**config.mk**
```make
export PLATFORM = sky130hd
export DESIGN_NAME = brf_store
export DESIGN_NICKNAME = d
export VERILOG_FILES = /design/src/rtl/core/brf_pkg.sv /design/src/rtl/core/brf_store.sv
export SDC_FILE = /design/constraint.sdc
export NUM_CORES = 2
export LEC_CHECK = 0
export BUFFER_PORTS_ARGS = -buffer_cell sky130_fd_sc_hd__buf_2
export CORE_ASPECT_RATIO = 0.9
export CORE_MARGIN = 2
export CORE_UTILIZATION = 57
export DETAILED_ROUTE_END_ITERATION = 8
export PLACE_DENSITY = 0.76
export SLEW_MARGIN = 20
export SYNTH_ARGS = -nofsm -noshare
export SYNTH_HDL_FRONTEND = slang
export SYNTH_SLANG_ARGS = --single-unit
export TNS_END_PERCENT = 50
```
**constraint.sdc**
```tcl
create_clock -name i_clk -period 2.37 [get_ports i_clk]
set_input_delay 0 -clock i_clk [delete_from_list [all_inputs] [get_ports i_clk]]
set_output_delay 0 -clock i_clk [all_outputs]
set_load 0.05 [all_outputs]
```
**src/rtl/core/brf_pkg.sv**
```systemverilog
`timescale 1ns / 1ps
// ----------------------------------------------------------------------------
// brf_pkg
// shared types and constants of the byte ring fifo with burst requests
// ----------------------------------------------------------------------------
package brf_pkg;

    localparam int BYTE_W   = 8;
    localparam int LEN_W    = 4;
    localparam int SIZE_W   = 9;
    localparam int STAT_W   = 2;
    localparam int NUM_DATA = 8;

    typedef logic [BYTE_W-1:0] t_byte;
    typedef logic [LEN_W-1:0]  t_len;
    typedef logic [SIZE_W-1:0] t_size;
    typedef logic [STAT_W-1:0] t_status;

    // request types
    localparam logic REQ_WRITE = 1'b0;
    localparam logic REQ_READ  = 1'b1;

    // result status codes
    localparam t_status ST_OK    = 2'd0;
    localparam t_status ST_FULL  = 2'd1;
    localparam t_status ST_EMPTY = 2'd2;

endpackage

```
**src/rtl/core/brf_store.sv**
```systemverilog
`timescale 1ns / 1ps
// ----------------------------------------------------------------------------
// brf_store
// single-port byte store, one access per cycle, registered read data
// ----------------------------------------------------------------------------
module brf_store
    import brf_pkg::*;
#(
    parameter int DEPTH = 256
) (
    input  logic                     i_clk,
    input  logic                     i_en,
    input  logic                     i_we,
    input  logic [$clog2(DEPTH)-1:0] i_addr,
    input  t_byte                    i_wdata,
    output t_byte                    o_rdata
);

    t_byte r_mem [DEPTH];
    t_byte r_rdata;

    always_ff @(posedge i_clk) begin
        if (i_en) begin
            if (i_we) begin
                r_mem[i_addr] <= i_wdata;
            end else begin
                r_rdata <= r_mem[i_addr];
            end
        end
    end

    assign o_rdata = r_rdata;

endmodule

```
==> impl_metrics.env <==
export IMPL_ys_flop_type="edfxtp_1"
export IMPL_overflow=0
export IMPL_synth_area_leaders="edfxtp_1 (79%), mux4_2 (15%), a22oi_1 (2.5%)"
export IMPL_slew_headroom_pct=23.1
export IMPL_ant_nets=0
export IMPL_insertion_delay_ps=840
export IMPL_finalHoldViolCount=0
export IMPL_seq_power_share_pct=54.5
export IMPL_synth_nets=3545
export IMPL_power_total_mw=73.6
export IMPL_cts_tree="done"
export IMPL_drive_gt1_share_pct=34.1
export IMPL_fin_crit_sh_pct=102
export IMPL_synthDistinctLibCells=21
export IMPL_firstDrtPassIters=8
export IMPL_p_switching_mw=15.3
export IMPL_drc=0
export IMPL_postCtsSetupBuffers=0
export IMPL_grt_pass1_wl_um=287000
export IMPL_nNetsFinal=4162
export IMPL_placed_cells=5773
export IMPL_power_leakage_nw=29.4
export IMPL_dpl_worst_slack_ps=-808
export IMPL_critPathLaunchType="register"
export IMPL_start_util_pct=57.2
export IMPL_ir_drop_mv=0.749
export IMPL_worst_pin_slew_ps=1150
export IMPL_p_int_mw=58.2
export IMPL_violations="negative setup slack"
export IMPL_num_vias=41000
export IMPL_area_growth_pct=17.4
export IMPL_syn_inst=3526
export IMPL_finalSetupTns_ps=-148
export IMPL_synth_seq_cells=2056
export IMPL_swShare_pct=20.9
export IMPL_max_freq_mhz=414
export IMPL_yosysTopAreaCellShare_pct=78.8
export IMPL_clock_root_buffer="clkbuf_16"
export IMPL_ys_seq_area_share_pct=78.8
export IMPL_rsz0062_at_grt="true"
export IMPL_drv_cap=0
export IMPL_wl_um=199000
export IMPL_clkPwrFrac_pct=40.4
export IMPL_post_drt_wl_per_cell_um=32.4
export IMPL_cts_sinks=2056
export IMPL_fin_cells=6121
export IMPL_seq_area_mm2=0.0617
export IMPL_drv_slew=0
export IMPL_vias_per_cell=6.70
export IMPL_setup_viol=4
export IMPL_power_density_mw_per_mm2=800
export IMPL_worst_ep_arrival_time_ps=2990
export IMPL_cts_clk_slew_worst_paths_ps=60
export IMPL_core_mm2=0.137
export IMPL_rows=129
export IMPL_antenna_found_initial=8
export IMPL_avgSynthCellArea_um2=22.2
export IMPL_yosysMostFrequentCell="edfxtp_1"
export IMPL_synth_edf_count=2056
export IMPL_die_h_um=356
export IMPL_cp_max_fo=1
export IMPL_skew_ps=41.7
export IMPL_grt_use_total_pct=28.6
export IMPL_dpl_cell_area_mm2=0.0856
export IMPL_hold_class="input pin to register"
export IMPL_synth_top_area_cell="edfxtp_1"
export IMPL_async_flop_share_pct=0
export IMPL_io_pins=27
export IMPL_multi_input_area_mm2=0.0160
export IMPL_drtIter0Drc=6163
export IMPL_p_comb_share_pct=5.1
export IMPL_synth_common_cells="edfxtp_1 (2056), mux4_2 (512), nor2_1 (259), a22oi_1 (256), clkbuf_1 (143)"
export IMPL_yosysWarnings=0
export IMPL_required_ps=2940
export IMPL_grt_pass1_vias=40900
export IMPL_hpwl_um=119000
export IMPL_cts_path_max_buffers=3
export IMPL_final_area_mm2=0.0920
export IMPL_fin_ws_ps=-47.4
export IMPL_fillCellCount=8093
export IMPL_cts_made_buffers=190
export IMPL_die_w_um=395
export IMPL_cts_htree_levels=4
export IMPL_io_buffer_count=26
export IMPL_synth_area_mm2=0.0784
export IMPL_fin_crit_ps=2420
export IMPL_endpoint_kind="register"
export IMPL_critPathKind="register to register"
export IMPL_die_area_mm2=0.140
export IMPL_grt_max_degree=113
export IMPL_gp_congestion=0.882
export IMPL_outcome="finished, violations left"
[worst max-delay path, stage by stage, from the launching register on]
cell	delay (ps)
edfxtp_1	420
mux4_2	530
a22oi_2	240
a21oi_2	150
o41ai_4	550
buf_4	200
nand4_1	60
[sequential cells by signal, summed over array words and instances, names as in the netlist]
register / count
r_mem: 2048
o_rdata: 8
[final cells by class]
class	count	share of cell area [%]
Timing Repair Buffer	650	6.56
Antenna cell	2	0.00544
Clock buffer	237	5.45
Clock inverter	97	1.03
Multi-Input combinational cell	1245	17.4
Sequential cell	2056	67.1
Tap cell	1834	2.49
[kinds of logic (layout without fill, tap and decap cells)]
group	count (synthesis)	after routing	synth area share, %
other cells	0	2	0
simple gates	317	317	1.61
buf+inv	225	984	1.28
mux	512	512	14.7
flops	2056	2056	78.8
compound gates	416	416	3.63
[routing by layer]
layer	part of all wire, %	GRT usage, %	up-vias
met2	47	43.7	2982
met1	37	40.1	21300
met3	12	7.39	456
met5	0.042	0	-
li1	-	-	16200
met4	4.0	11.4	12
[layout by cell type, fill, tap and decap left out, types with 3 or more instances in the layout]
| cell | count |
|---|---|
| inv_6 | 6 |
| buf_4 | 524 |
| nand4_1 | 8 |
| buf_12 | 88 |
| clkbuf_8 | 8 |
| clkinv_1 | 43 |
| nor2b_1 | 5 |
| a21oi_2 | 11 |
| bufinv_16 | 16 |
| clkbuf_1 | 43 |
| a21oi_1 | 117 |
| o41ai_2 | 14 |
| mux4_2 | 512 |
| nand3_1 | 4 |
| nand2_2 | 12 |
| o41ai_1 | 14 |
| clkinv_2 | 21 |
| a22oi_1 | 241 |
| a22oi_2 | 15 |
| clkbuf_16 | 194 |
| dlygate4sd3_1 | 12 |
| nand2_1 | 18 |
| inv_16 | 3 |
| clkinvlp_4 | 4 |
| clkinv_8 | 3 |
| buf_2 | 16 |
| nor2_1 | 258 |
| o41ai_4 | 4 |
| edfxtp_1 | 2056 |
[what timing repair did]
item / 4_1_cts / 5_1_grt
resized for setup: 25 / 23
hold endpoints to repair: 976 / 0
pin swaps: 7 / 9
hold buffers: 12 / 0
endpoints found under the setup margin: 8 / 19
[power groups by stage]
stage / Sequential [mW] / Clock, mW / Combinational [mW]
floorplan: 40.9 / 0 / 1.72
CTS: 40.1 / 30.0 / 3.72
detailed placement: 40.8 / 0 / 3.63
finish: 40.1 / 29.7 / 3.75
global route: 40.1 / 31.4 / 3.93
global placement: 40.8 / 0 / 3.55
[final timing paths]
check	start	end	slack [ps]	cells after the start
hold / removal	i_wdata[3]	r_mem[117][3]$_DFFE_PP_	70	2
setup reg to reg	r_mem[170][1]$_DFFE_PP_	o_rdata[1]$_DFFE_PP_	-50	6
setup / recovery	r_mem[170][1]$_DFFE_PP_	o_rdata[1]$_DFFE_PP_	-50	6
hold reg to reg	r_mem[98][6]$_DFFE_PP_	o_rdata[6]$_DFFE_PP_	1160	6
[through the flow]
step	utilization, %	hold slack [ps]
3_3_place_gp	62.5	342
6_report	67.2	66.1
4_1_cts	67.1	21.3
2_1_floorplan	-	98.9
3_5_place_dp	62.5	342
5_1_grt	67.2	55.7
Note: power is estimated with default switching activity, not from simulation.
